File: config.mk
export PLATFORM = sky130hd
export DESIGN_NAME = dcu_flow
export DESIGN_NICKNAME = d
export VERILOG_FILES = /design/src/sv/assert_macros.svh /design/src/sv/dcu_pkg.sv /design/src/sv/dcu_flow.sv
export SDC_FILE = /design/constraint.sdc
export NUM_CORES = 1
export LEC_CHECK = 0
export ABC_AREA = 1
export BUFFER_PORTS_ARGS = -buffer_cell sky130_fd_sc_hd__buf_2
export CORE_MARGIN = 2
export CORE_UTILIZATION = 30
export DETAILED_ROUTE_END_ITERATION = 12
export PLACE_DENSITY = 0.69
export SLEW_MARGIN = 20
export SYNTH_ARGS = -nofsm -noshare
export SYNTH_HDL_FRONTEND = slang
export SYNTH_SLANG_ARGS = --single-unit
File: constraint.sdc
create_clock -name clk -period 1.35 [get_ports clk]
set_input_delay 0.135 -clock clk [delete_from_list [all_inputs] [get_ports clk]]
set_output_delay 0.135 -clock clk [all_outputs]
set_load 0.1 [all_outputs]
File: src/sv/assert_macros.svh
// assertion macros for the drude cell update block
// expects clk and arst_n in the scope of use
`ifndef ASSERT_MACROS_SVH
`define ASSERT_MACROS_SVH

// property checked on every clock edge outside reset
`define DCU_ASSERT(label, prop, msg) \
	label: assert property (@(posedge clk) disable iff (!arst_n) (prop)) \
		else $error(msg);

// implication checked on every clock edge outside reset
`define DCU_ASSERT_IMPL(label, ante, cons, msg) \
	label: assert property (@(posedge clk) disable iff (!arst_n) (ante) |-> (cons)) \
		else $error(msg);

`endif

File: src/sv/dcu_pkg.sv
// shared types, constants, exponential tables and saturation helpers
// no dependencies; used by every other file of the block except assert_macros.svh
package dcu_pkg;

	localparam int FRAC_BITS       = 16;
	localparam int EXP_TABLE_DEPTH = 256;
	localparam int DEPTH_BITS      = $clog2(EXP_TABLE_DEPTH);
	localparam int EXP_INT_SPAN    = 32;
	localparam int INT_BITS        = $clog2(EXP_INT_SPAN);
	localparam int NSTAGE          = 11;

	localparam logic [63:0] Q30_ONE = 64'd1 << 30;
	localparam logic [63:0] HALF    = 64'd1 << (FRAC_BITS - 1);

	// e^(-1/depth) as a six-term series
	localparam logic [63:0] STEP_T1 = Q30_ONE / (64'd1 * 64'(EXP_TABLE_DEPTH));
	localparam logic [63:0] STEP_T2 = STEP_T1 / (64'd2 * 64'(EXP_TABLE_DEPTH));
	localparam logic [63:0] STEP_T3 = STEP_T2 / (64'd3 * 64'(EXP_TABLE_DEPTH));
	localparam logic [63:0] STEP_T4 = STEP_T3 / (64'd4 * 64'(EXP_TABLE_DEPTH));
	localparam logic [63:0] STEP_T5 = STEP_T4 / (64'd5 * 64'(EXP_TABLE_DEPTH));
	localparam logic [63:0] STEP_T6 = STEP_T5 / (64'd6 * 64'(EXP_TABLE_DEPTH));
	localparam logic [63:0] EXP_STEP_RATIO = Q30_ONE - STEP_T1 + STEP_T2 - STEP_T3
		+ STEP_T4 - STEP_T5 + STEP_T6;

	// e^-1 as a sixteen-term series
	localparam logic [63:0] NEG1_T1  = Q30_ONE / 64'd1;
	localparam logic [63:0] NEG1_T2  = NEG1_T1 / 64'd2;
	localparam logic [63:0] NEG1_T3  = NEG1_T2 / 64'd3;
	localparam logic [63:0] NEG1_T4  = NEG1_T3 / 64'd4;
	localparam logic [63:0] NEG1_T5  = NEG1_T4 / 64'd5;
	localparam logic [63:0] NEG1_T6  = NEG1_T5 / 64'd6;
	localparam logic [63:0] NEG1_T7  = NEG1_T6 / 64'd7;
	localparam logic [63:0] NEG1_T8  = NEG1_T7 / 64'd8;
	localparam logic [63:0] NEG1_T9  = NEG1_T8 / 64'd9;
	localparam logic [63:0] NEG1_T10 = NEG1_T9 / 64'd10;
	localparam logic [63:0] NEG1_T11 = NEG1_T10 / 64'd11;
	localparam logic [63:0] NEG1_T12 = NEG1_T11 / 64'd12;
	localparam logic [63:0] NEG1_T13 = NEG1_T12 / 64'd13;
	localparam logic [63:0] NEG1_T14 = NEG1_T13 / 64'd14;
	localparam logic [63:0] NEG1_T15 = NEG1_T14 / 64'd15;
	localparam logic [63:0] NEG1_T16 = NEG1_T15 / 64'd16;
	localparam logic [63:0] EXP_NEG_ONE = Q30_ONE - NEG1_T1 + NEG1_T2 - NEG1_T3
		+ NEG1_T4 - NEG1_T5 + NEG1_T6 - NEG1_T7 + NEG1_T8 - NEG1_T9 + NEG1_T10
		- NEG1_T11 + NEG1_T12 - NEG1_T13 + NEG1_T14 - NEG1_T15 + NEG1_T16;

	localparam int XP_W    = 62;
	localparam int DECAY_W = FRAC_BITS + 1;
	localparam int DTF_W   = 64 - FRAC_BITS;
	localparam int AF_W    = 65 - FRAC_BITS;
	localparam int BC_W    = 68 - FRAC_BITS;
	localparam int DP_W    = DECAY_W + 33;
	localparam int DR_W    = DP_W - FRAC_BITS;
	localparam int FR_W    = 64 - FRAC_BITS;
	localparam int SUM_W   = BC_W + 2;

	localparam int CFG_IDX_W = 1;
	localparam logic [CFG_IDX_W-1:0] REG_TIME_STEP = 1'b0;
	localparam logic [CFG_IDX_W-1:0] REG_FACE_SIGN = 1'b1;

	typedef logic [30:0] q30_t;
	typedef q30_t step_rom_t [EXP_TABLE_DEPTH+1];
	typedef q30_t int_rom_t [EXP_INT_SPAN];

	typedef struct packed {
		logic signed [31:0] field_old;
		logic signed [31:0] aux_old;
		logic [30:0]        decay_rate;
		logic signed [31:0] coeff_a;
		logic signed [31:0] coeff_b;
		logic signed [31:0] coeff_f;
		logic signed [31:0] p_center;
		logic signed [31:0] p_back;
		logic signed [31:0] q_center;
		logic signed [31:0] q_back;
	} req_item_t;

	typedef struct packed {
		logic signed [31:0] field_new;
		logic signed [31:0] aux_new;
		logic               saturated;
	} rsp_item_t;

	typedef struct packed {
		logic [NSTAGE-1:0] load;
		logic [NSTAGE-1:0] valid;
	} pipe_ctrl_t;

	typedef struct packed {
		logic signed [31:0]      aux;
		logic signed [31:0]      cf;
		logic signed [DTF_W-1:0] dtf;
		logic signed [AF_W-1:0]  af;
		logic signed [BC_W-1:0]  bc;
	} carry_t;

	function automatic logic [63:0] q30_mul(input logic [63:0] a, input logic [63:0] b);
		logic [63:0] p;
		p = a * b + (Q30_ONE >> 1);
		return p >> 30;
	endfunction

	function automatic step_rom_t build_step_rom();
		step_rom_t   r;
		logic [63:0] s;
		logic [63:0] v;
		s = EXP_STEP_RATIO;
		r[0] = Q30_ONE[30:0];
		for (int i = 1; i <= EXP_TABLE_DEPTH; i++) begin
			v = q30_mul(64'(r[i-1]), s);
			r[i] = v[30:0];
		end
		return r;
	endfunction

	function automatic int_rom_t build_int_rom();
		int_rom_t    r;
		logic [63:0] s;
		logic [63:0] v;
		s = EXP_NEG_ONE;
		r[0] = Q30_ONE[30:0];
		for (int i = 1; i < EXP_INT_SPAN; i++) begin
			v = q30_mul(64'(r[i-1]), s);
			r[i] = v[30:0];
		end
		return r;
	endfunction

	localparam step_rom_t EXP_STEP_ROM = build_step_rom();
	localparam int_rom_t  EXP_INT_ROM  = build_int_rom();

	function automatic logic is_clip(input logic signed [SUM_W-1:0] v);
		return !((&v[SUM_W-1:31]) || (~|v[SUM_W-1:31]));
	endfunction

	function automatic logic signed [31:0] sat32(input logic signed [SUM_W-1:0] v);
		if (is_clip(v))
			return v[SUM_W-1] ? 32'sh80000000 : 32'sh7fffffff;
		return v[31:0];
	endfunction

endpackage

File: src/sv/dcu_flow.sv
// stage valid bits and per-stage load enables of the update pipeline
// depends on dcu_pkg; bubbles collapse while the output is stalled
module dcu_flow import dcu_pkg::*; (
	input  logic       clk,
	input  logic       arst_n,
	input  logic       in_valid,
	input  logic       out_ready,
	output pipe_ctrl_t ctrl
);

	logic [NSTAGE-1:0] valid_q;
	logic [NSTAGE-1:0] load;

	always_comb begin
		load[NSTAGE-1] = !valid_q[NSTAGE-1] || out_ready;
		for (int i = NSTAGE - 2; i >= 0; i--)
			load[i] = !valid_q[i] || load[i+1];
	end

	always_ff @(posedge clk or negedge arst_n) begin
		if (!arst_n) begin
			valid_q <= '0;
		end else begin
			if (load[0])
				valid_q[0] <= in_valid;
			for (int i = 1; i < NSTAGE; i++)
				if (load[i])
					valid_q[i] <= valid_q[i-1];
		end
	end

	assign ctrl.load  = load;
	assign ctrl.valid = valid_q;

endmodule

==> results.ini, run 1 <==
[floorplanning]
core_um2=1490
die_w_um=43.8
start_util=0.319
die-area_um2=1920
std_cell_rows=14
io_pins=26
die_height_um=43.8

[synth]
synthArstFlopShare=1.00
avgSynthCellArea_um2=10.6
synthDistinctLibCells=9
synth_largest_area_cell=dfrtp_1
syn_inst=45
yosys_warnings=0
synth_area_um2=475
synth_common_cells=inv_1 (12), nand2_1 (12), dfrtp_1 (11)
synth_area_leaders=dfrtp_1 (58%), inv_1 (9.5%), nand2_1 (9.5%), nand4_4 (8.9%), nor2_4 (4.7%)
synth_enable_flop_cells=0
synth-main-ff-cell=dfrtp_1
postSynthNetCount=49
synth_top_cell_area_share=0.579
seq_area_frac_synth=0.579
ys_seq_elements=11

[critical_path]
required_ns=1.22
cp-endpoint=ctrl[11]
r2r_end=valid_q[1]
ff2ff_path_depth=8
path_class=register to output pin
start_kind=register
critPathLaunch=valid_q[9]
cp_common_cell=nand4_4
cp_cell_sequence=nand4_4 > nor2_4 > nand4_4 > nor2_4 > nand4_4 > buf_12
cp.buffers_inverters=1
arrival_ns=1.56
r2r_setup_slack_ns=-0.06
slowest_stage=dfrtp_4
path_delay_family=simple AND/OR/NAND/NOR gates
cp_max_fo=5
cp_num_cells=6
reg2reg_from=valid_q[9]
cpPeakStageDelay_ns=0.43
crit_path_end_kind=output pin

[routing]
detail-route-antenna-nets=0
drt_wl_total_um=1180
drt_iter0_drc=3
wl_per_cell_um=11.2
vias=452
drcViolationCount=0
dr.pass1.iters=2
vias_per_cell=4.30

[global_routing]
grt_first_pass_wirelength_um=2110
antenna_found_initial=0
grtUsageTotal=0.151
grt_max_degree=12
overflow=0
grt_pass1_vias=492

[cells_and_area]
drive_above_1_share=0.674
nets=94
fill_cells=104
diodes=0
largest_reg_flops=11
largest_register=valid_q
register_area_um2=287
largestRegisters=valid_q (11)
multi_input_area_um2=211
area_growth_pct=126

[timing]
final-setup-viol-count=10
final_hold_viol_count=0
fin_crit_ns=1.70
grt_setup_unrepaired=yes
worst_slack_ns=-0.348
max_freq_ghz=0.589
whs_ns=0.0557
finClkSkew_ns=0.00417
maxSlewHeadroom=0.676
worst_pin_slew_ns=0.490
finalCritPeriodShare=1.26
slew_viol_final=0

[placement]
hpwl_um=827
gp_congestion=0.766
port_buffers=25

[job]
maxCapViolCount=0

[clock_network]
numCtsBuffers=3
clock_path_buffers=2
clk_latency_ns=0.27
clkTransAtPathRegs_ns=0.07
htree_levels=1
cts_root_buf=clkbuf_4
cts_tree=yes
clkSinkCount=11

[min_path]
min_path_type=primary input to register

[outcome]
violations=setup timing
outcome=finished with violations

## final cells by class
type | count | share of cell area
well taps | 16 | 0.0186
flip-flops and latches | 11 | 0.266
multi-input cells | 22 | 0.197
repair buffers | 40 | 0.450
inverters | 12 | 0.0442
clock buffers | 4 | 0.0244
## worst min-delay path by stage
| stage | slack (ns) | endpoint | from | cells after the start |
|---|---|---|---|---|
| 5_1_grt | 0.06 | valid_q[0] | in_valid | 3 |
| 2_1_floorplan | -0.16 | valid_q[0] | arst_n | 0 |
| 6_report | 0.06 | valid_q[0] | in_valid | 3 |
| 3_3_place_gp | 0.01 | valid_q[8] | arst_n | 1 |
| 4_1_cts | 0.05 | valid_q[0] | in_valid | 3 |
| 3_5_place_dp | 0.02 | valid_q[7] | arst_n | 1 |
## stage by stage
stage | setup WS (ns) | std cells | cell area (um2) | util | setup TNS, ns
2_1_floorplan | -1.41 | 45 | 505 | - | -16.86
3_3_place_gp | -0.146 | 93 | 883 | 0.593 | -0.488
3_5_place_dp | -0.170 | 93 | 883 | 0.593 | -0.574
4_1_cts | -0.340 | 105 | 1050 | 0.708 | -2.51
5_1_grt | -0.422 | 105 | 1080 | 0.723 | -2.81
6_report | -0.348 | 105 | 1080 | 0.723 | -2.12
## logic make-up (layout without fill, tap and decap cells)
family / after synthesis / in the layout / synth area share
DFF: 11 / 11 / 0.579
and+or+nand+nor: 22 / 22 / 0.326
buffers and inverters: 12 / 56 / 0.0947
## repair_timing
item                                    4_1_cts  5_1_grt
endpoints found under the hold margin        11        0
gates cloned                                  0        0
hold buffers                                  1        0
setup buffers                                 8        3
pin swaps                                     1        0
resized for setup                            23        7
endpoints found under the setup margin       10       14
## layout by cell type (no fill, tap or decap), drive strengths merged
cell type / count
nor2: 2
nand3: 3
nand2: 12
dlygate4sd3: 1
or2: 2
dfrtp: 11
clkbuf: 4
inv: 12
buf: 39
nand4: 3
## tightest hold or removal path, stage by stage
cell and delay [ns]:
buf_2 0.08, inv_1 0.03, nand2_1 0.05
## metal layers
layer,track usage,vias up,wire [um],part of all wire
li1,-,225,-,-
met1,0.187,206,487,0.41
met2,0.247,21,593,0.50
met3,0.0333,0,99,0.084
met4,0.0727,0,0,0
met5,0,-,0,0
Power of run 1 is not shown: default switching activity piles up to over one toggle a cycle in this logic, so the estimate is an artifact.
==> run 2: changes to the inputs <==
Settings changed: CAP_MARGIN set to 10, PLACE_DENSITY 0.69 to 0.6.
==> results.ini, run 2 (same netlist as run 1, synthesis figures left out) <==
[timing]
slew_viol_final=0  ; unchanged
whs_ns=0.0564  ; was 0.0557 ns
worst_slack_ns=-0.381  ; was -0.348 ns
finalCritPeriodShare=1.28  ; was 1.26
finClkSkew_ns=0.00301  ; was 0.00417 ns
worst_pin_slew_ns=0.486  ; was 0.490 ns
maxSlewHeadroom=0.678  ; was 0.676
grt_setup_unrepaired=yes  ; unchanged
final-setup-viol-count=9  ; was 10
fin_crit_ns=1.73  ; was 1.70 ns
max_freq_ghz=0.578  ; was 0.589 GHz
final_hold_viol_count=0  ; unchanged

[routing]
drcViolationCount=0  ; unchanged
detail-route-antenna-nets=0  ; unchanged
wl_per_cell_um=11.2  ; about the same
vias_per_cell=4.21  ; was 4.30
vias=438  ; was 452
drt_iter0_drc=2  ; was 3
dr.pass1.iters=3  ; was 2
drt_wl_total_um=1160  ; was 1180 um

[cells_and_area]
area_growth_pct=125  ; was 126%
largestRegisters=valid_q (11)  ; unchanged
nets=93  ; was 94
diodes=0  ; unchanged
largest_reg_flops=11  ; unchanged
final_area_um2=1070  ; was 1080 um2
largest_register=valid_q  ; unchanged
layout_common_cells=buf_12 (14), inv_1 (11), buf_4 (10), nand2_1 (9)  ; was buf_12 (14), inv_1 (11), buf_4 (10)
fill_cells=102  ; was 104
drive_above_1_share=0.670  ; was 0.674
final_common_cell=buf_12  ; unchanged

[clock_network]
cts_tree=yes  ; unchanged
htree_levels=1  ; unchanged
clock_path_buffers=2  ; unchanged
clkTransAtPathRegs_ns=0.07  ; about the same
clk_latency_ns=0.27  ; about the same
cts_root_buf=clkbuf_4  ; unchanged
numCtsBuffers=3  ; unchanged
clkSinkCount=11  ; unchanged

[floorplanning]
core_um2=1490  ; unchanged
std_cell_rows=14  ; unchanged
io_pins=26  ; unchanged
start_util=0.319  ; unchanged
die_height_um=43.8  ; unchanged
die_w_um=43.8  ; unchanged
die-area_um2=1920  ; unchanged

[critical_path]
cpPeakStageDelay_ns=0.44  ; was 0.43 ns
cp_max_fo=3  ; was 5
path_class=register to output pin  ; unchanged
cp.buffers_inverters=4  ; was 1
reg2reg_from=valid_q[8]  ; was valid_q[9]
critPathLaunch=valid_q[8]  ; was valid_q[9]
path_delay_family=buffers and inverters  ; was simple AND/OR/NAND/NOR gates
arrival_ns=1.60  ; was 1.56 ns
required_ns=1.22  ; about the same
cp_cell_sequence=nand4_4 > nor2_4 > nand4_4 > buf_4 > buf_6 > buf_6 > buf_12  ; was nand4_4 > nor2_4 > nand4_4 > nor2_4 > nand4_4 > buf_12
slowest_stage=dfrtp_4  ; unchanged
ff2ff_path_depth=7  ; was 8
crit_path_end_kind=output pin  ; unchanged
cp_num_cells=7  ; was 6
start_kind=register  ; unchanged

[global_routing]
grt_pass1_vias=464  ; was 492
grt_first_pass_wirelength_um=2020  ; was 2110 um
grtUsageTotal=0.148  ; was 0.151
overflow=0  ; unchanged
antenna_found_initial=0  ; unchanged
grt_max_degree=12  ; unchanged

[min_path]
hold_start=in_valid  ; unchanged
holdPathStages=3  ; unchanged
min_path_type=primary input to register  ; unchanged

[placement]
hpwl_um=874  ; was 827 um
gp_congestion=0.747  ; was 0.766
dpl-instance-area_um2=906  ; was 883 um2
port_buffers=25  ; unchanged

[outcome]
violations=setup timing  ; unchanged
outcome=finished with violations  ; unchanged

[job]
maxCapViolCount=0  ; unchanged

-- run 2: worst min-delay path, cell delays in order --
cell	delay, ns
buf_2	0.07
inv_1	0.03
nand2_1	0.06
-- run 2: per-stage QoR --
stage	std cells	setup WS [ns]	setup TNS, ns	util
floorplan	45	-1.41	-16.86	-
global placement	94	-0.139	-0.456	0.608
detailed placement	94	-0.187	-0.616	0.608
CTS	104	-0.367	-2.64	0.716
global route	104	-0.445	-2.90	0.719
finish	104	-0.381	-2.39	0.719
-- run 2: area by class of cell --
cell class	instances	area [um2]	share of cell area
Sequential cell	11	287	0.268
Clock buffer	3	22.5	0.0210
Clock inverter	1	5.00	0.00467
Multi-Input combinational cell	22	216	0.202
Timing Repair Buffer	39	473	0.442
Tap cell	16	20.0	0.0187
Inverter	12	47.5	0.0444
-- run 2: metal layers --
layer,vias up,share of wire,global-route usage
met2,22,0.49,0.226
li1,219,-,-
met5,-,0,0
met4,0,0.015,0.0909
met3,2,0.084,0.0417
met1,195,0.41,0.182
-- run 2: what timing repair did --
item,CTS,global route
endpoints found under the setup margin,10,13
hold buffers,1,0
pin swaps,1,0
resized for setup,23,3
endpoints found under the hold margin,11,0
buffers inserted,6,3
-- run 2: path summary, 6_finish.rpt --
kind	endpoint	slack [ns]
max	ctrl[15]	-0.38
min	valid_q[0]	0.06
max reg2reg	valid_q[4]	0.08
min reg2reg	valid_q[8]	0.52
max in group asynchronous	valid_q[10]	0.86
min in group asynchronous	valid_q[8]	0.25
Power of run 2 is left out for the same reason.
==> run 3: changes to the inputs <==
Settings changed: REMOVE_ABC_BUFFERS set to 1.
==> results.ini, run 3 (same netlist as run 1, synthesis figures left out) <==
[clock_network]
clkSinkCount=11  ; unchanged
numCtsBuffers=3  ; unchanged
clkTransAtPathRegs_ns=0.07  ; about the same
clk_latency_ns=0.26  ; was 0.27 ns
cts_root_buf=clkbuf_4  ; unchanged
cts_tree=yes  ; unchanged
htree_levels=1  ; unchanged
clock_path_buffers=2  ; unchanged

[floorplanning]
std_cell_rows=14  ; unchanged
start_util=0.319  ; unchanged
die_height_um=43.8  ; unchanged
core_um2=1490  ; unchanged
die-area_um2=1920  ; unchanged
io_pins=26  ; unchanged
die_w_um=43.8  ; unchanged

[global_routing]
grt_first_pass_wirelength_um=1870  ; was 2020 um
grtUsageTotal=0.143  ; was 0.148
grt_max_degree=12  ; unchanged
overflow=0  ; unchanged
grt_pass1_vias=434  ; was 464
antenna_found_initial=0  ; unchanged

[placement]
place_ws_ns=-0.0930  ; was -0.187 ns
gp_congestion=0.735  ; was 0.747
place_inst=93  ; was 94
hpwl_um=852  ; was 874 um
port_buffers=25  ; unchanged

[outcome]
violations=setup timing  ; unchanged
outcome=finished with violations  ; unchanged

[timing]
setup_tns_ns=-1.87  ; was -2.39 ns
fin_crit_ns=1.64  ; was 1.73 ns
final_hold_viol_count=0  ; unchanged
worst_pin_slew_ns=0.489  ; was 0.486 ns
final-setup-viol-count=9  ; unchanged
worst_slack_ns=-0.286  ; was -0.381 ns
maxSlewHeadroom=0.676  ; was 0.678
grt_setup_unrepaired=yes  ; unchanged
finalCritPeriodShare=1.21  ; was 1.28
finClkSkew_ns=0.00276  ; was 0.00301 ns
slew_viol_final=0  ; unchanged
max_freq_ghz=0.611  ; was 0.578 GHz

[routing]
dr.pass1.iters=3  ; unchanged
wl_per_cell_um=11.7  ; was 11.2 um
vias=470  ; was 438
drt_wl_total_um=1230  ; was 1160 um
detail-route-antenna-nets=0  ; unchanged
vias_per_cell=4.48  ; was 4.21
drcViolationCount=0  ; unchanged
drt_iter0_drc=1  ; was 2

[cells_and_area]
area_growth_pct=103  ; was 125%
largest_register=valid_q  ; unchanged
layout_common_cells=buf_4 (13), inv_1 (12), nand2_1 (11), dfrtp_1 (11)  ; was buf_12 (14), inv_1 (11), buf_4 (10), nand2_1 (9)
final_common_cell=buf_4  ; was buf_12
stdcell_count=105  ; was 104
drive_above_1_share=0.596  ; was 0.670
nets=94  ; was 93
diodes=0  ; unchanged
largest_reg_flops=11  ; unchanged
largestRegisters=valid_q (11)  ; unchanged

[critical_path]
path_class=register to output pin  ; unchanged
reg2reg_from=valid_q[9]  ; was valid_q[8]
arrival_ns=1.50  ; was 1.60 ns
start_kind=register  ; unchanged
crit_path_end_kind=output pin  ; unchanged
critPathLaunch=valid_q[9]  ; was valid_q[8]
cp_max_fo=5  ; was 3
required_ns=1.22  ; about the same

[job]
maxCapViolCount=0  ; unchanged

[min_path]
min_path_type=primary input to register  ; unchanged
hold_start=in_valid  ; unchanged

## run 3: repair_timing
action / 4_1_cts / 5_1_grt
setup endpoints to repair: 9 / 13
hold endpoints to repair: 11 / 0
hold buffers: 1 / 0
gates resized for setup: 16 / 5
buffers inserted: 5 / 3
## run 3: final timing paths
kind / end / slack, ns / cells past startpoint
worst max-delay path: ctrl[11] / -0.29 / 6
worst min-delay path: valid_q[0] / 0.06 / 3
worst max register to register: valid_q[1] / 0.07 / 7
worst min register to register: valid_q[8] / 0.51 / 2
max in group asynchronous: valid_q[2] / 0.89 / 2
min in group asynchronous: valid_q[8] / 0.26 / 2
## run 3: area by class of cell
cell class / instances / area [um2]
multi-input cells: 22 / 173
fillers: 111 / 524
repair buffers: 40 / 425
well taps: 16 / 20.0
inverters: 12 / 45.0
clock buffers: 4 / 26.3
flip-flops and latches: 11 / 275
## run 3: per-layer routing
metal / share of wire / GRT usage
met4: 0.014 / 0.127
met5: 0 / 0
met1: 0.36 / 0.142
met3: 0.060 / 0.0417
met2: 0.57 / 0.238
## run 3: worst max-delay path, cell delays in order (launching register included)
cell and delay (ns):
dfrtp_1 0.40, nand4_4 0.13, nor2_4 0.12, nand4_4 0.10
nor2_4 0.15, nand4_2 0.12, buf_6 0.21
## run 3: stage by stage
stage	util	hold slack, ns	area [um2]
final	0.648	0.0603	965
after global routing	0.648	0.0551	965
after CTS	0.630	0.0508	938
after detailed placement	0.543	0.0142	808
after global placement	0.543	0.0147	808
after floorplan	-	-0.161	475
Power of run 3 is left out for the same reason.
